--- src/sv/cia_pkg.sv ---
// ----------------------------------------------------------------------------
// cia_pkg
// Shared types and register map codes for the interface adapter.
// ----------------------------------------------------------------------------
package cia_pkg;

    localparam int unsigned CMD_W  = 2;
    localparam int unsigned ADDR_W = 4;
    localparam int unsigned DATA_W = 8;
    localparam int unsigned CNT_W  = 16;
    localparam int unsigned TEN_W  = 4;
    localparam int unsigned SEC_W  = 7;
    localparam int unsigned MIN_W  = 7;
    localparam int unsigned HR_W   = 5;

    localparam logic [CMD_W-1:0] CMD_READ  = 2'd0;
    localparam logic [CMD_W-1:0] CMD_WRITE = 2'd1;
    localparam logic [CMD_W-1:0] CMD_TICK  = 2'd2;

    localparam logic [ADDR_W-1:0] REG_PRA     = 4'h0;
    localparam logic [ADDR_W-1:0] REG_PRB     = 4'h1;
    localparam logic [ADDR_W-1:0] REG_DDRA    = 4'h2;
    localparam logic [ADDR_W-1:0] REG_DDRB    = 4'h3;
    localparam logic [ADDR_W-1:0] REG_TA_LO   = 4'h4;
    localparam logic [ADDR_W-1:0] REG_TA_HI   = 4'h5;
    localparam logic [ADDR_W-1:0] REG_TB_LO   = 4'h6;
    localparam logic [ADDR_W-1:0] REG_TB_HI   = 4'h7;
    localparam logic [ADDR_W-1:0] REG_TOD_TEN = 4'h8;
    localparam logic [ADDR_W-1:0] REG_TOD_SEC = 4'h9;
    localparam logic [ADDR_W-1:0] REG_TOD_MIN = 4'hA;
    localparam logic [ADDR_W-1:0] REG_TOD_HR  = 4'hB;
    localparam logic [ADDR_W-1:0] REG_SDR     = 4'hC;
    localparam logic [ADDR_W-1:0] REG_ICR     = 4'hD;
    localparam logic [ADDR_W-1:0] REG_CRA     = 4'hE;
    localparam logic [ADDR_W-1:0] REG_CRB     = 4'hF;

    typedef struct packed {
        logic [CMD_W-1:0]  cmd;
        logic [ADDR_W-1:0] reg_addr;
        logic [DATA_W-1:0] write_data;
    } t_cia_item;

    typedef struct packed {
        logic [DATA_W-1:0] read_data;
        logic              irq_out;
    } t_cia_result;

endpackage

--- src/sv/cia_in_reg.sv ---
// ----------------------------------------------------------------------------
// cia_in_reg
// Input register stage, holds one transaction until the core executes it.
// ----------------------------------------------------------------------------
module cia_in_reg
    import cia_pkg::*;
(
    input  logic      i_clk,
    input  logic      i_rst_n,
    input  logic      i_valid,
    output logic      o_stall,
    input  t_cia_item i_item,
    input  logic      i_take,
    output logic      o_valid,
    output t_cia_item o_item
);

    logic      r_valid;
    t_cia_item r_item;
    logic      load;

    assign load    = !r_valid || i_take;
    assign o_stall = !load;
    assign o_valid = r_valid;
    assign o_item  = r_item;

    always_ff @(posedge i_clk) begin
        if (!i_rst_n) begin
            r_valid <= 1'b0;
        end else if (load) begin
            r_valid <= i_valid;
        end
    end

    always_ff @(posedge i_clk) begin
        if (load && i_valid) begin
            r_item <= i_item;
        end
    end

endmodule

--- src/sv/cia_core.sv ---
// ----------------------------------------------------------------------------
// cia_core
// Register file, time-of-day latch and timer A; executes one transaction.
// ----------------------------------------------------------------------------
module cia_core
    import cia_pkg::*;
(
    input  logic        i_clk,
    input  logic        i_rst_n,
    input  logic        i_exec,
    input  t_cia_item   i_item,
    output t_cia_result o_result
);

    logic [DATA_W-1:0] r_pra, n_pra, r_prb, n_prb, r_ddra, n_ddra, r_ddrb, n_ddrb;
    logic [CNT_W-1:0]  r_cnt_a, n_cnt_a, r_cnt_b, n_cnt_b;
    logic [TEN_W-1:0]  r_ten, n_ten, r_h_ten, n_h_ten;
    logic [SEC_W-1:0]  r_sec, n_sec, r_h_sec, n_h_sec;
    logic [MIN_W-1:0]  r_min, n_min, r_h_min, n_h_min;
    logic [HR_W-1:0]   r_hr, n_hr, r_h_hr, n_h_hr;
    logic              r_held, n_held;
    logic [DATA_W-1:0] r_sdr, n_sdr, r_icr, n_icr, r_cra, n_cra, r_crb, n_crb;
    logic              r_irq, n_irq;
    logic [DATA_W-1:0] rd;
    logic [DATA_W-1:0] d;

    assign d = i_item.write_data;

    always_comb begin
        n_pra = r_pra; n_prb = r_prb; n_ddra = r_ddra; n_ddrb = r_ddrb;
        n_cnt_a = r_cnt_a; n_cnt_b = r_cnt_b;
        n_ten = r_ten; n_sec = r_sec; n_min = r_min; n_hr = r_hr;
        n_h_ten = r_h_ten; n_h_sec = r_h_sec; n_h_min = r_h_min; n_h_hr = r_h_hr;
        n_held = r_held;
        n_sdr = r_sdr; n_icr = r_icr; n_cra = r_cra; n_crb = r_crb;
        n_irq = r_irq;
        rd = '0;
        if (i_exec) begin
            case (i_item.cmd)
                CMD_READ: begin
                    case (i_item.reg_addr)
                        REG_PRA:   rd = r_pra & r_ddra;
                        REG_PRB:   rd = r_prb & r_ddrb;
                        REG_DDRA:  rd = r_ddra;
                        REG_DDRB:  rd = r_ddrb;
                        REG_TA_LO: rd = r_cnt_a[7:0];
                        REG_TA_HI: rd = r_cnt_a[15:8];
                        REG_TB_LO: rd = r_cnt_b[7:0];
                        REG_TB_HI: rd = r_cnt_b[15:8];
                        REG_TOD_TEN: begin
                            if (!r_held) begin
                                n_h_ten = r_ten;
                                n_h_sec = r_sec;
                                n_h_min = r_min;
                                n_h_hr  = r_hr;
                                n_held  = 1'b1;
                                rd = {{(DATA_W-TEN_W){1'b0}}, r_ten};
                            end else begin
                                rd = {{(DATA_W-TEN_W){1'b0}}, r_h_ten};
                            end
                        end
                        REG_TOD_SEC: rd = {1'b0, (r_held ? r_h_sec : r_sec)};
                        REG_TOD_MIN: rd = {1'b0, (r_held ? r_h_min : r_min)};
                        REG_TOD_HR: begin
                            rd = {{(DATA_W-HR_W){1'b0}}, (r_held ? r_h_hr : r_hr)};
                            n_held = 1'b0;
                        end
                        REG_SDR: rd = '0;
                        REG_ICR: begin
                            rd = r_icr;
                            n_icr = '0;
                        end
                        REG_CRA: rd = r_cra;
                        default: rd = r_crb;
                    endcase
                end
                CMD_WRITE: begin
                    case (i_item.reg_addr)
                        REG_PRA:   n_pra = d;
                        REG_PRB:   n_prb = d;
                        REG_DDRA:  n_ddra = d;
                        REG_DDRB:  n_ddrb = d;
                        REG_TA_LO: n_cnt_a = {r_cnt_a[15:8], d};
                        REG_TA_HI: n_cnt_a = {d, r_cnt_a[7:0]};
                        REG_TB_LO: n_cnt_b = {r_cnt_b[15:8], d};
                        REG_TB_HI: n_cnt_b = {d, r_cnt_b[7:0]};
                        REG_TOD_TEN: begin
                            n_ten  = d[TEN_W-1:0];
                            n_held = 1'b0;
                        end
                        REG_TOD_SEC: n_sec = d[SEC_W-1:0];
                        REG_TOD_MIN: n_min = d[MIN_W-1:0];
                        REG_TOD_HR:  n_hr = d[HR_W-1:0];
                        REG_SDR:     n_sdr = d;
                        REG_ICR:     n_icr = d;
                        REG_CRA:     n_cra = d;
                        default:     n_crb = d;
                    endcase
                end
                CMD_TICK: begin
                    if (r_cra[0]) begin
                        if (r_cnt_a == '0) begin
                            n_icr[0] = 1'b1;
                            if (r_sdr[0]) begin
                                n_irq = 1'b1;
                            end
                        end else begin
                            n_cnt_a = r_cnt_a - 1'b1;
                        end
                    end
                end
                default: ;
            endcase
        end
    end

    assign o_result.read_data = rd;
    assign o_result.irq_out   = n_irq;

    always_ff @(posedge i_clk) begin
        if (!i_rst_n) begin
            r_pra <= '0; r_prb <= '0; r_ddra <= '0; r_ddrb <= '0;
            r_cnt_a <= '0; r_cnt_b <= '0;
            r_ten <= '0; r_sec <= '0; r_min <= '0; r_hr <= '0;
            r_h_ten <= '0; r_h_sec <= '0; r_h_min <= '0; r_h_hr <= '0;
            r_held <= 1'b0;
            r_sdr <= '0; r_icr <= '0; r_cra <= '0; r_crb <= '0;
            r_irq <= 1'b0;
        end else begin
            r_pra <= n_pra; r_prb <= n_prb; r_ddra <= n_ddra; r_ddrb <= n_ddrb;
            r_cnt_a <= n_cnt_a; r_cnt_b <= n_cnt_b;
            r_ten <= n_ten; r_sec <= n_sec; r_min <= n_min; r_hr <= n_hr;
            r_h_ten <= n_h_ten; r_h_sec <= n_h_sec; r_h_min <= n_h_min; r_h_hr <= n_h_hr;
            r_held <= n_held;
            r_sdr <= n_sdr; r_icr <= n_icr; r_cra <= n_cra; r_crb <= n_crb;
            r_irq <= n_irq;
        end
    end

endmodule

--- src/sv/cia_out_reg.sv ---
// ----------------------------------------------------------------------------
// cia_out_reg
// Result register, holds one result transaction until it is taken.
// ----------------------------------------------------------------------------
module cia_out_reg
    import cia_pkg::*;
(
    input  logic        i_clk,
    input  logic        i_rst_n,
    input  logic        i_valid,
    input  t_cia_result i_result,
    output logic        o_take,
    output logic        o_valid,
    input  logic        i_stall,
    output t_cia_result o_result
);

    logic        r_valid;
    t_cia_result r_result;

    assign o_take   = !r_valid || !i_stall;
    assign o_valid  = r_valid;
    assign o_result = r_result;

    always_ff @(posedge i_clk) begin
        if (!i_rst_n) begin
            r_valid <= 1'b0;
        end else if (o_take) begin
            r_valid <= i_valid;
        end
    end

    always_ff @(posedge i_clk) begin
        if (o_take && i_valid) begin
            r_result <= i_result;
        end
    end

endmodule

--- src/sv/complex_interface_adapter_regs.sv ---
// ----------------------------------------------------------------------------
// complex_interface_adapter_regs
// Reduced interface adapter: sixteen-register map, time-of-day latch, timer A.
//
//   channel  direction  handshake             payload
//   in       input      i_in_valid/o_in_stall i_cmd, i_reg_addr, i_write_data
//   out      output     o_out_valid/i_out_stall o_read_data, o_irq_out
//
// one transaction per cycle sustained unless the result stalls; an accepted item
// moves from the input register to the result register, updating state in one pass
// synchronous active-low reset clears the core state and both valid flags
// a stalled result holds the pipe; the input stalls only when both stages are full
// ----------------------------------------------------------------------------
module complex_interface_adapter_regs
    import cia_pkg::*;
(
    input  logic              i_clk,
    input  logic              i_rst_n,
    input  logic              i_in_valid,
    output logic              o_in_stall,
    input  logic [CMD_W-1:0]  i_cmd,
    input  logic [ADDR_W-1:0] i_reg_addr,
    input  logic [DATA_W-1:0] i_write_data,
    output logic              o_out_valid,
    input  logic              i_out_stall,
    output logic [DATA_W-1:0] o_read_data,
    output logic              o_irq_out
);

    t_cia_item   in_item;
    t_cia_item   ex_item;
    logic        ex_valid;
    logic        take;
    t_cia_result ex_result;
    t_cia_result out_result;

    assign in_item.cmd        = i_cmd;
    assign in_item.reg_addr   = i_reg_addr;
    assign in_item.write_data = i_write_data;

    cia_in_reg u_in_reg (
        .i_clk   (i_clk),
        .i_rst_n (i_rst_n),
        .i_valid (i_in_valid),
        .o_stall (o_in_stall),
        .i_item  (in_item),
        .i_take  (take),
        .o_valid (ex_valid),
        .o_item  (ex_item)
    );

    cia_core u_core (
        .i_clk    (i_clk),
        .i_rst_n  (i_rst_n),
        .i_exec   (ex_valid && take),
        .i_item   (ex_item),
        .o_result (ex_result)
    );

    cia_out_reg u_out_reg (
        .i_clk    (i_clk),
        .i_rst_n  (i_rst_n),
        .i_valid  (ex_valid),
        .i_result (ex_result),
        .o_take   (take),
        .o_valid  (o_out_valid),
        .i_stall  (i_out_stall),
        .o_result (out_result)
    );

    assign o_read_data = out_result.read_data;
    assign o_irq_out   = out_result.irq_out;

endmodule

--- config.mk ---
export PLATFORM = sky130hd
export DESIGN_NAME = complex_interface_adapter_regs
export DESIGN_NICKNAME = d
export VERILOG_FILES = /design/src/sv/cia_pkg.sv /design/src/sv/cia_in_reg.sv /design/src/sv/cia_core.sv /design/src/sv/cia_out_reg.sv /design/src/sv/complex_interface_adapter_regs.sv
export SDC_FILE = /design/constraint.sdc
export NUM_CORES = 1
export LEC_CHECK = 0
export BUFFER_PORTS_ARGS = -buffer_cell sky130_fd_sc_hd__buf_2
export CAP_MARGIN = 20
export CORE_AREA = 2 2 117 119
export CTS_BUF_LIST = sky130_fd_sc_hd__clkbuf_4 sky130_fd_sc_hd__clkbuf_8 sky130_fd_sc_hd__clkbuf_16
export DETAILED_ROUTE_END_ITERATION = 6
export DIE_AREA = 0 0 119 121
export PLACE_DENSITY = 0.77
export SETUP_SLACK_MARGIN = 0.15
export SLEW_MARGIN = 20
export SYNTH_ARGS = -nofsm -noshare
export SYNTH_HDL_FRONTEND = slang
export SYNTH_SLANG_ARGS = --single-unit
--- constraint.sdc ---
create_clock -name i_clk -period 2.8 [get_ports i_clk]
set_input_delay 0.56 -clock i_clk [delete_from_list [all_inputs] [get_ports i_clk]]
set_output_delay 0.56 -clock i_clk [all_outputs]
set_load 0.02 [all_outputs]
==> Flow_metrics.wiki, run 1 <==
{| class="wikitable"
! Metric !! Value
|-
| Run status || completed
|-
| Synth Register Bits || between 150 and 200
|-
| Starting Density || 0.593
|-
| Diode count || 0
|-
| Post-placement cell count || 990
|-
| Post-Syn Area per Cell || a little over 9 µm²
|-
| Share of the clock period used by the worst path || 0.894
|-
| Maximum number of pins on one net before global-route repair || about 80
|-
| Clock Root Buffer || clkbuf_16
|-
| Highest ir drop seen on vdd || 0.437 mV
|-
| Leftover overflow at the end of global routing || 0
|-
| Drt initial violations || 703
|-
| Post-detailed-route count of antenna-violating nets || 0
|-
| Final weighted congestion in routability-driven placement || 0.895
|-
| Finish-stage setup viols || 0
|-
| Router iterations before antenna repair || 6
|-
| TritonCTS clock tree || done
|-
| Slew at the pin closest to its max-slew limit || 981 ps
|-
| Switching pwr || around 1.2 mW
|-
| Chip Height || between 100 and 150 µm
|-
| Crit Path Class || flop to flop
|-
| Antenna violations before repair || 0
|-
| Post-synth EDFFs || 23
|-
| Post-Synthesis Cells || between 800 and 900
|-
| Share of post-route cells with drive strength above 1 || 0.119
|-
| Pint || roughly 3.9 mW
|-
| Met1 track utilization from global routing || 0.383
|-
| Pwr Total || 5.08 mW
|-
| Maximum frequency from static timing analysis || roughly 0.4 GHz
|-
| Number of gates resized after cts || 0
|-
| Data arrival, critical path || between 2000 and 3000 ps
|-
| Clock transition at the registers of the reported paths || 60 ps
|-
| Clock latency on the worst-skew pair || between 400 and 500 ps
|-
| Busiest metal layer after global routing || met2
|-
| Dominant cell by count in the synthesized netlist || dfxtp_1
|-
| Count of filler cells inserted in the layout || 1040
|-
| Floorplan die area || roughly 14000 µm²
|-
| Drc violations || 0
|-
| Std-Cell Core Area || 13100 µm²
|-
| Count of H-tree levels built during CTS || 4
|-
| Post-DR vias/cell || 6.18
|-
| Number of hold-slack violations in the final timing report || 0
|-
| P per Cell Area || 588 nW/µm²
|-
| Met3 Track Usage GR || 0.0663
|-
| Combinational power share || 0.062
|-
| Final critical-path required period || ~2500 ps
|-
| Post-placement cell area || 8050 µm²
|-
| Largest fanout on the critical path || 13
|-
| Layout Cell Area excl Fill || between 8000 and 9000 µm²
|-
| Hold Slack || a little over 300 ps
|-
| Post-synthesis instance area || 7760 µm²
|-
| Total of hold buffers inserted after clock tree synthesis || 0
|-
| Data required time of the critical path || approximately 3100 ps
|-
| Final Worst Setup Slack || between 200 and 300 ps
|-
| Leak || 3.43 nW
|-
| Seq/Total Area, Yosys || 0.448
|-
| Number of rows in the core area || 42
|-
| Maximum capacitance violations || 0
|-
| Total via count in the routed design || 6317
|-
| Num Clock Sinks || between 150 and 200
|-
| Slowest-stage cell, CP || edfxtp_1
|-
| Portion of total power attributed to the clock network || 0.454
|-
| Cell-by-cell trace of the critical path || nor2b_1 -> nand2_1 -> o22ai_1 -> nor4b_1 -> a21oi_1
|-
| Die W || ~120 µm
|-
| Net count after synthesis || 852
|-
| Total number of nets in the final design || about 860
|-
| Final Util || 0.660
|-
| Area growth, synth to finish || 11.4%
|-
| Max incr delay on CP || slightly below 700 ps
|-
| Worst setup SP type || flop
|-
| Crit path capture type || flop
|-
| Buffer depth of the longest clock path || 2
|-
| Global routing usage on met2 || 0.465
|-
| Worst Hold Class || input pin to flop
|-
| Post-Route WL || 20500 µm
|-
| Sequential share of power || 0.484
|-
| First-pass GRT wire length || around 33000 µm
|-
| Count of non-filler cells in the finished layout || ~1000
|-
| Synth warn || 0
|-
| Switching part of the total || 0.238
|-
| Post-synth ARST share || 0
|-
| Buffer count from post-CTS setup fixing || 0
|-
| Leading post-synthesis cells by instance count || dfxtp_1 (139), mux2i_1 (109), nand2_1 (105)
|-
| Total global-route track usage || 0.293
|-
| # port buffers || 28
|-
| Total Negative Setup Slacks || 0 ps
|-
| WL/cell || 20.0 µm
|-
| Library cell occupying the most area in the post-synthesis netlist || dfxtp_1
|-
| Top cells by area, synth || dfxtp_1 (36%), mux2i_1 (14%), edfxtp_1 (8.9%)
|-
| TritonCTS Buffers || 17
|-
| Final number of max-transition violations || 0
|-
| Unique masters post-synth || 73
|-
| Normalized max-slew margin || 0.346
|-
| Area share of the leading cell type in the synthesized netlist || 0.359
|-
| Io pins || 29
|-
| DP Wirelength || roughly 13000 µm
|-
| Post-placement setup slack || about 250 ps
|-
| Setup repair after global routing missed its margin || false
|-
| Setup Skew || just over 7 ps
|-
| Via count of the first global-routing pass || 5984
|-
| Leading register cell type out of synthesis || dfxtp_1
|}
flip-flops by register name, summed over array words and instances, names as in the netlist, 5 cells and up:
name / flops
u_core.r_h_min: 7
u_core.r_ddrb: 8
u_core.r_icr: 8
u_core.r_cnt_b: 16
u_core.r_h_sec: 7
u_in_reg.o_item: 14
u_core.r_min: 7
u_core.r_ddra: 8
u_out_reg.o_result: 9
u_core.r_prb: 8
u_core.r_cra: 8
u_core.r_h_hr: 5
u_core.r_pra: 8
u_core.r_crb: 8
u_core.r_sec: 7
u_core.r_cnt_a: 16
u_core.r_hr: 5
final timing paths:
kind / to / start / cells past startpoint / slack (ps)
worst min register to register: u_core.r_h_hr[4]$_SDFFE_PN0P_ / u_core.r_h_hr[4]$_SDFFE_PN0P_ / 2 / 450
worst max register to register: u_out_reg.o_result[4]$_SDFFCE_PP0P_ / u_in_reg.o_item[11]$_DFFE_PP_ / 5 / 300
worst min-delay path: u_in_reg.o_item[10]$_DFFE_PP_ / i_reg_addr[2] / 1 / 300
worst max-delay path: u_out_reg.o_result[4]$_SDFFCE_PP0P_ / u_in_reg.o_item[11]$_DFFE_PP_ / 5 / 300
power by group through the flow:
stage / combinational, mW / clock, mW / sequential (mW)
3_3_place_gp: 0.303 / 0 / 2.50
2_1_floorplan: 0.241 / 0 / 2.46
3_5_place_dp: 0.310 / 0 / 2.50
5_1_grt: 0.342 / 2.41 / 2.46
4_1_cts: 0.312 / 2.32 / 2.45
6_report: 0.317 / 2.30 / 2.46
layout make-up:
class	count	area [µm²]	share of cell area
multi-input cells	593	3980	0.461
flip-flops and latches	162	3470	0.402
clock buffers	20	454	0.0526
repair buffers	50	345	0.0400
well taps	176	220	0.0255
clock inverters	12	129	0.0149
inverters	9	33.8	0.00391
placed cells by master, fill, tap and decap left out, types with 17 or more instances in the layout:
master,instances
dfxtp_1,139
mux2i_1,109
nand2_1,105
nor2b_1,85
a21boi_0,41
nand3_1,37
o21ai_0,35
nor2_1,28
buf_2,27
edfxtp_1,23
buf_4,20
a21oi_1,18
o22ai_1,17
clkbuf_16,17
worst max-delay path: cells and delay by family, from the launching register on:
kind | cells | cell delay, ps
AO/OA/AOI/OAI | 2 | 700
AND/OR/NAND/NOR | 3 | 930
flip-flops | 1 | 690
cells by family after synthesis:
logic type                 count (synthesis)  share of synthesized area
and+or+nand+nor                          299                      0.201
AOI/OAI and AO/OA                        173                      0.155
DFF                                      162                      0.448
muxes                                    111                      0.144
buffers and inverters                     75                     0.0394
xor gates and xnor gates                   6                    0.00677
adders and majority gates                  4                    0.00645
per-layer routing:
layer / share of wire / wire, µm / up-vias
met5: 0 / 0 / -
met4: 0.031 / 627 / 0
met3: 0.075 / 1530 / 61
met2: 0.47 / 9570 / 252
met1: 0.43 / 8740 / 3054
li1: - / - / 2950
Note: power is estimated with default switching activity, not from simulation.
==> run 2, diff against run 1 <==
--- a/config.mk
+++ b/config.mk
@@ -11,2 +11,3 @@
 export CTS_BUF_LIST = sky130_fd_sc_hd__clkbuf_4 sky130_fd_sc_hd__clkbuf_8 sky130_fd_sc_hd__clkbuf_16
+export CTS_CLUSTER_SIZE = 40
 export DETAILED_ROUTE_END_ITERATION = 6
==> constraint.sdc (replaced) <==
create_clock -name i_clk -period 2.8 [get_ports i_clk]
set_input_delay 0.7 -clock i_clk [delete_from_list [all_inputs] [get_ports i_clk]]
set_output_delay 0.7 -clock i_clk [all_outputs]
set_load 0.02 [all_outputs]
==> run 2 against run 1 <==
Compared with the run above:
- core utilization rose by 0.19 points
- wire length down 0.87%
- worst hold slack better by 130 ps
- cell count is 0.68% higher
- count of clock-buffer cells in the layout shrank 1
- flip-flop and latch count unchanged
- largest cell class unchanged
==> Flow_metrics.wiki, run 2 (synthesis gave the netlist of run 1 again) <==
{| class="wikitable"
! Metric !! Value
|-
| Router iterations before antenna repair || 5 (was 6)
|-
| Data required time of the critical path || 3160 ps (was 3060 ps)
|-
| First-pass GRT wire length || 32500 µm (about the same)
|-
| Category of cells accounting for the largest share of critical-path delay || simple AND/OR/NAND/NOR gates (unchanged)
|-
| Slowest-stage cell, CP || nor4_4 (was edfxtp_1)
|-
| Buffer count from post-CTS setup fixing || 0 (unchanged)
|-
| Normalized max-slew margin || 0.394 (was 0.346)
|-
| Share of the clock period used by the worst path || 0.872 (was 0.894)
|-
| Hold wc startpoint || i_write_data[4] (was i_reg_addr[2])
|-
| Maximum frequency from static timing analysis || 0.410 GHz (was 0.399 GHz)
|-
| Largest fanout on the critical path || 8 (was 13)
|-
| Data arrival, critical path || 2800 ps (was 2760 ps)
|-
| Total number of nets in the final design || 862 (was 855)
|-
| Setup Skew || 5.19 ps (was 7.09 ps)
|-
| Leak || 3.45 nW (was 3.43 nW)
|-
| Final weighted congestion in routability-driven placement || 0.921 (was 0.895)
|-
| Drc violations || 0 (unchanged)
|-
| Area growth, synth to finish || 11.7% (was 11.4%)
|-
| Cell-by-cell trace of the critical path || inv_1 -> ha_1 -> or3b_1 -> nor4_4 -> a21boi_2 -> nor4b_2 -> mux2i_1 (was nor2b_1 -> nand2_1 -> o22ai_1 -> nor4b_1 -> a21oi_1)
|-
| Commonest cells after routing, fill and taps aside || dfxtp_1 (139), mux2i_1 (109), nand2_1 (105) (unchanged)
|-
| Run status || completed (unchanged)
|-
| Count of H-tree levels built during CTS || 4 (unchanged)
|-
| Finish-stage setup viols || 0 (unchanged)
|-
| Num Clock Sinks || 162 (unchanged)
|-
| Clock Root Buffer || clkbuf_16 (unchanged)
|-
| Maximum number of pins on one net before global-route repair || 71 (was 79)
|-
| Crit path from || u_core.r_cnt_a[1]$_SDFFE_PN0P_ (was u_in_reg.o_item[11]$_DFFE_PP_)
|-
| Io pins || 29 (unchanged)
|-
| Post-DR vias/cell || 6.23 (was 6.18)
|-
| Worst Hold Class || input pin to flop (unchanged)
|-
| Max incr delay on CP || 520 ps (was 690 ps)
|-
| Final critical-path required period || 2440 ps (was 2500 ps)
|-
| Post-detailed-route count of antenna-violating nets || 0 (unchanged)
|-
| TritonCTS clock tree || done (unchanged)
|-
| Total global-route track usage || 0.292 (was 0.293)
|-
| WL/cell || 19.7 µm (was 20.0 µm)
|-
| Crit path capture type || flop (unchanged)
|-
| Starting Density || 0.593 (unchanged)
|-
| Via count of the first global-routing pass || 6086 (was 5984)
|-
| Most frequent standard cell in the layout excluding fill and tap cells || dfxtp_1 (unchanged)
|-
| Floorplan die area || 14400 µm² (unchanged)
|-
| DP Wirelength || 13400 µm (was 13500 µm)
|-
| Clock transition at the registers of the reported paths || 60 ps (about the same)
|-
| Final number of max-transition violations || 0 (unchanged)
|-
| Share of post-route cells with drive strength above 1 || 0.125 (was 0.119)
|-
| R2R Path Start || u_core.r_cnt_a[1]$_SDFFE_PN0P_ (was u_in_reg.o_item[11]$_DFFE_PP_)
|-
| Post-Route WL || 20300 µm (was 20500 µm)
|-
| Pwr Total || 5.06 mW (was 5.08 mW)
|-
| Total via count in the routed design || 6408 (was 6317)
|-
| Die W || 119 µm (unchanged)
|-
| Total Negative Setup Slacks || 0 ps (unchanged)
|-
| Number of buffer and inverter stages on the critical path || 1 (was 0)
|-
| Drt initial violations || 753 (was 703)
|-
| Number of rows in the core area || 42 (unchanged)
|-
| Maximum capacitance violations || 0 (unchanged)
|-
| # port buffers || 28 (unchanged)
|-
| Worst setup SP type || flop (unchanged)
|-
| Number of hold-slack violations in the final timing report || 0 (unchanged)
|-
| Diode count || 0 (unchanged)
|-
| Buffer depth of the longest clock path || 2 (unchanged)
|-
| P per Cell Area || 584 nW/µm² (was 588 nW/µm²)
|-
| Setup repair after global routing missed its margin || false (unchanged)
|-
| Slew at the pin closest to its max-slew limit || 908 ps (was 981 ps)
|-
| Clock latency on the worst-skew pair || 430 ps (about the same)
|-
| TritonCTS Buffers || 17 (unchanged)
|-
| Highest ir drop seen on vdd || 0.427 mV (was 0.437 mV)
|-
| Std-Cell Core Area || 13100 µm² (unchanged)
|-
| Antenna violations before repair || 0 (unchanged)
|-
| Chip Height || 121 µm (unchanged)
|-
| Crit Path Class || flop to flop (unchanged)
|-
| Leftover overflow at the end of global routing || 0 (unchanged)
|}
[run 2: changes by cell type in the layout (fill, tap and decap cells not counted)]
cell / previous run / this run
buf_12: 3 / 1
buf_4: 20 / 29
bufinv_16: 2 / 1
clkbuf_16: 17 / 18
clkbuf_4: 2 / 1
clkbuf_8: 1 / 0
clkinv_2: 3 / 2
clkinv_4: 1 / 5
inv_4: 2 / 0
inv_6: 2 / 3
nor2_1: 28 / 29
nor2_2: 1 / 0
[run 2: worst reg2reg max path: stages (launching register included)]
cell and delay (ps):
dfxtp_1 320, inv_1 110, ha_1 200, or3b_1 500
nor4_4 530, a21boi_2 140, nor4b_2 360, mux2i_1 220
[run 2: cell type report]
| class | count | area, µm² |
|---|---|---|
| clock buffer | 19 | 458 |
| clock inverter | 13 | 125 |
| fill | 1036 | 4420 |
| inverter | 9 | 33.8 |
| multi-input combinational | 593 | 3980 |
| sequential | 162 | 3470 |
| tap | 176 | 220 |
| timing repair buffer | 57 | 373 |
[run 2: timing repair]
action | 4_1_cts | 5_1_grt
setup endpoints to repair | 0 | 1
hold endpoints to repair | 0 | 0
hold buffers | 0 | 0
gates resized for setup | 0 | 1
[run 2: path summary, 6_finish.rpt]
kind / endpoint / cells after the start / slack, ps
worst min register to register: u_core.r_h_sec[5]$_SDFFE_PN0P_ / 2 / 450
worst min-delay path: u_in_reg.o_item[4]$_DFFE_PP_ / 1 / 440
worst max-delay path: u_core.r_icr[0]$_SDFFE_PN0P_ / 7 / 360
worst max register to register: u_core.r_icr[0]$_SDFFE_PN0P_ / 7 / 360
[run 2: metal layers]
layer,wire length (µm),vias to the layer above,global-route usage
met4,768,0,0.147
met3,1380,63,0.0569
li1,-,2971,-
met2,9280,279,0.454
met1,8860,3095,0.390
met5,0,-,0
[run 2: power by group]
| part | switching, mW | internal (mW) |
|---|---|---|
| logic | 0.196 | 0.128 |
| registers | 0.0658 | 2.39 |
| clock network | 0.985 | 1.30 |
| total | 1.25 | 3.81 |
[run 2: stage by stage]
step / utilization / hold slack [ps] / cells / worst slack (ps) / area [µm²]
2_1_floorplan: - / 430 / 830 / 403 / 7760
3_3_place_gp: 0.617 / 437 / 997 / 354 / 8080
3_5_place_dp: 0.617 / 443 / 997 / 287 / 8080
4_1_cts: 0.662 / 429 / 1029 / 269 / 8660
5_1_grt: 0.662 / 430 / 1029 / 220 / 8660
6_report: 0.662 / 437 / 1029 / 359 / 8660
==> run 3, diff against run 2 <==
Settings changed: ABC_AREA set to 1, CORE_AREA 2 2 117 119 to 2 2 115 117, DIE_AREA 0 0 119 121 to 0 0 117 119.
==> run 3 against run 2 <==
Compared with the run above:
- critical endpoint is now u_core.r_h_min[0]$_SDFFE_PN0P_
- largest power group unchanged
- highest routed layer unchanged
- sequential share of layout area is 1.7 points higher
- clock power about the same
- register-to-register slack better by 160 ps
- synthesized area shrank 3.3%
- fmax increased by 7.2%
- wire length grew 3.4%
==> Flow_metrics.wiki, run 3 <==
{| class="wikitable"
! Metric !! Value
|-
| Clock transition at the registers of the reported paths || 60 ps (about the same)
|-
| Antenna violations before repair || 0 (unchanged)
|-
| Crit path capture type || flop (unchanged)
|-
| Number of gates resized after cts || 0 (unchanged)
|-
| Data required time of the critical path || 3090 ps (was 3160 ps)
|-
| Number of stages on the worst hold path || 1 (unchanged)
|-
| Maximum capacitance violations || 0 (unchanged)
|-
| Most frequent standard cell in the layout excluding fill and tap cells || nand2_1 (was dfxtp_1)
|-
| Post-Syn Area per Cell || 7.09 µm² (was 9.35 µm²)
|-
| Leading register cell type out of synthesis || dfxtp_1 (unchanged)
|-
| Clock latency on the worst-skew pair || 440 ps (was 430 ps)
|-
| # port buffers || 28 (unchanged)
|-
| Floorplan die area || 13900 µm² (was 14400 µm²)
|-
| Leftover overflow at the end of global routing || 0 (unchanged)
|-
| Maximum number of pins on one net before global-route repair || 121 (was 71)
|-
| WL/cell || 16.7 µm (was 19.7 µm)
|-
| Net count after synthesis || 1080 (was 852)
|-
| TritonCTS Buffers || 17 (unchanged)
|-
| P per Cell Area || 618 nW/µm² (was 584 nW/µm²)
|-
| Total via count in the routed design || 7013 (was 6408)
|-
| Area share of the leading cell type in the synthesized netlist || 0.371 (was 0.359)
|-
| Seq/Total Area, Yosys || 0.463 (was 0.448)
|-
| Crit Path Class || flop to flop (unchanged)
|-
| Leak || 3.48 nW (was 3.45 nW)
|-
| Total number of nets in the final design || 1090 (was 862)
|-
| Drc violations || 0 (unchanged)
|-
| Maximum frequency from static timing analysis || 0.439 GHz (was 0.410 GHz)
|-
| TritonCTS clock tree || done (unchanged)
|-
| Normalized max-slew margin || 0.464 (was 0.394)
|-
| Final critical-path required period || 2280 ps (was 2440 ps)
|-
| Dominant cell by count in the synthesized netlist || nand2_1 (was dfxtp_1)
|-
| Final number of max-transition violations || 0 (unchanged)
|-
| Setup Skew || 8.18 ps (was 5.19 ps)
|-
| Library cell occupying the most area in the post-synthesis netlist || dfxtp_1 (unchanged)
|-
| Worst min-delay path endpoint || u_in_reg.o_item[12]$_DFFE_PP_ (was u_in_reg.o_item[4]$_DFFE_PP_)
|-
| Commonest cells after routing, fill and taps aside || nand2_1 (216), nor2_1 (177), o21ai_0 (144) (was dfxtp_1 (139), mux2i_1 (109), nand2_1 (105))
|-
| First-pass GRT wire length || 33000 µm (was 32500 µm)
|-
| Finish-stage setup viols || 0 (unchanged)
|-
| Synth warn || 0 (unchanged)
|-
| Io pins || 29 (unchanged)
|-
| Buffer count from post-CTS setup fixing || 0 (unchanged)
|-
| Final Util || 0.646 (was 0.662)
|-
| Drt initial violations || 1074 (was 753)
|-
| Post-detailed-route count of antenna-violating nets || 0 (unchanged)
|-
| Worst setup SP type || flop (unchanged)
|-
| Number of rows in the core area || 42 (unchanged)
|-
| Setup repair after global routing missed its margin || false (unchanged)
|-
| Post-DR vias/cell || 5.58 (was 6.23)
|-
| Synth Register Bits || 162 (unchanged)
|-
| Largest fanout on the critical path || 26 (was 8)
|-
| Post-Route WL || 21000 µm (was 20300 µm)
|-
| Share of the clock period used by the worst path || 0.813 (was 0.872)
|-
| Post-Synthesis Cells || 1058 (was 830)
|-
| Highest ir drop seen on vdd || 0.452 mV (was 0.427 mV)
|-
| Die W || 117 µm (was 119 µm)
|-
| Slew at the pin closest to its max-slew limit || 804 ps (was 908 ps)
|-
| Clock Root Buffer || clkbuf_16 (unchanged)
|-
| Reg-to-reg setup timing slack || 520 ps (was 360 ps)
|-
| Post-synth EDFFs || 23 (unchanged)
|-
| Post-synthesis instance area || 7500 µm² (was 7760 µm²)
|-
| Top cells by area, synth || dfxtp_1 (37%), nand2_1 (11%), o21ai_0 (9.6%) (was dfxtp_1 (36%), mux2i_1 (14%), edfxtp_1 (8.9%))
|-
| Endpoint of the lowest-slack register-to-register path || u_core.r_h_min[0]$_SDFFE_PN0P_ (was u_core.r_icr[0]$_SDFFE_PN0P_)
|-
| Number of hold-slack violations in the final timing report || 0 (unchanged)
|-
| Count of H-tree levels built during CTS || 4 (unchanged)
|-
| Data arrival, critical path || 2570 ps (was 2800 ps)
|-
| Count of filler cells inserted in the layout || 1192 (was 1036)
|-
| Buffer depth of the longest clock path || 2 (unchanged)
|-
| Hold wc startpoint || i_cmd[0] (was i_write_data[4])
|-
| Final weighted congestion in routability-driven placement || 1.03 (was 0.921)
|-
| Run status || completed (unchanged)
|-
| Router iterations before antenna repair || 5 (unchanged)
|-
| Cells on worst reg2reg path || 7 (unchanged)
|-
| Worst Hold Class || input pin to flop (unchanged)
|-
| Area growth, synth to finish || 10.8% (was 11.7%)
|-
| Total Negative Setup Slacks || 0 ps (unchanged)
|-
| Unique masters post-synth || 30 (was 73)
|-
| Starting Density || 0.583 (was 0.593)
|-
| Std-Cell Core Area || 12900 µm² (was 13100 µm²)
|-
| Leading post-synthesis cells by instance count || nand2_1 (216), nor2_1 (178), o21ai_0 (144) (was dfxtp_1 (139), mux2i_1 (109), nand2_1 (105))
|-
| DP Wirelength || 14400 µm (was 13400 µm)
|-
| Post-synth ARST share || 0 (unchanged)
|-
| Total of hold buffers inserted after clock tree synthesis || 0 (unchanged)
|-
| Diode count || 0 (unchanged)
|-
| Chip Height || 119 µm (was 121 µm)
|-
| Total global-route track usage || 0.315 (was 0.292)
|-
| Num Clock Sinks || 162 (unchanged)
|-
| Share of post-route cells with drive strength above 1 || 0.0805 (was 0.125)
|-
| Via count of the first global-routing pass || 6297 (was 6086)
|-
| R2R Path Start || u_in_reg.o_item[8]$_DFFE_PP_ (was u_core.r_cnt_a[1]$_SDFFE_PN0P_)
|}
run 3: worst max-delay path by stage:
| stage | start | to | depth (start not counted) |
|---|---|---|---|
| 6_report | u_in_reg.o_item[8]$_DFFE_PP_ | u_core.r_h_min[0]$_SDFFE_PN0P_ | 7 |
| 4_1_cts | u_in_reg.o_item[9]$_DFFE_PP_ | u_out_reg.o_result[8]$_SDFFCE_PP0P_ | 9 |
| 3_5_place_dp | i_out_stall | u_core.r_cra[4]$_SDFFE_PN0P_ | 9 |
| 5_1_grt | u_in_reg.o_item[8]$_DFFE_PP_ | u_core.r_h_hr[3]$_SDFFE_PN0P_ | 7 |
| 3_3_place_gp | i_out_stall | u_core.r_cnt_b[5]$_SDFFE_PN0P_ | 9 |
| 2_1_floorplan | i_out_stall | u_core.r_cnt_a[5]$_SDFFE_PN0P_ | 9 |
run 3: kinds of logic after synthesis:
kind of cell	count (synthesis)	synth area share
flops	162	0.463
fa+ha+maj	4	0.00667
compound gates	272	0.194
simple gates	467	0.251
xor+xnor	2	0.00234
buf+inv	151	0.0839
run 3: where the power goes:
part / switching, mW / internal (mW) / leakage, nW
Combinational: 0.292 / 0.125 / 1.86
Sequential: 0.0503 / 2.40 / 1.34
Clock: 0.962 / 1.32 / 0.276
Total: 1.30 / 3.84 / 3.48
run 3: metal layers:
| metal | up-vias | track usage | share of wire |
|---|---|---|---|
| li1 | 3486 | - | - |
| met1 | 3132 | 0.448 | 0.44 |
| met2 | 320 | 0.436 | 0.42 |
| met3 | 75 | 0.0840 | 0.089 |
| met4 | 0 | 0.163 | 0.057 |
| met5 | - | 0 | 0 |
run 3: critical path, stage by stage, from the launching register on:
cell and delay [ps]:
edfxtp_1 470, buf_4 240, nor2_1 280, nand2_1 160, nor2_2 270, inv_1 370, o21ai_0 280, a21oi_1 60
run 3: through the flow:
step	setup WS, ps	power [mW]	instance area [µm²]	cells	hold slack [ps]
after CTS	568	5.14	8310	1257	430
final	523	5.14	8310	1257	439
after detailed placement	399	2.90	7740	1225	434
after global routing	280	5.31	8310	1257	428
after global placement	455	2.90	7740	1225	431
after floorplan	811	2.78	7500	1058	420
run 3: final cells by class:
class                           instances  area, µm²  share of cell area
Tap cell                              176        220              0.0265
Clock inverter                         14        140              0.0169
Multi-Input combinational cell        745       3400               0.409
Sequential cell                       162       3470               0.418
Inverter                              100        375              0.0451
Clock buffer                           18        433              0.0521
Timing Repair Buffer                   42        270              0.0325
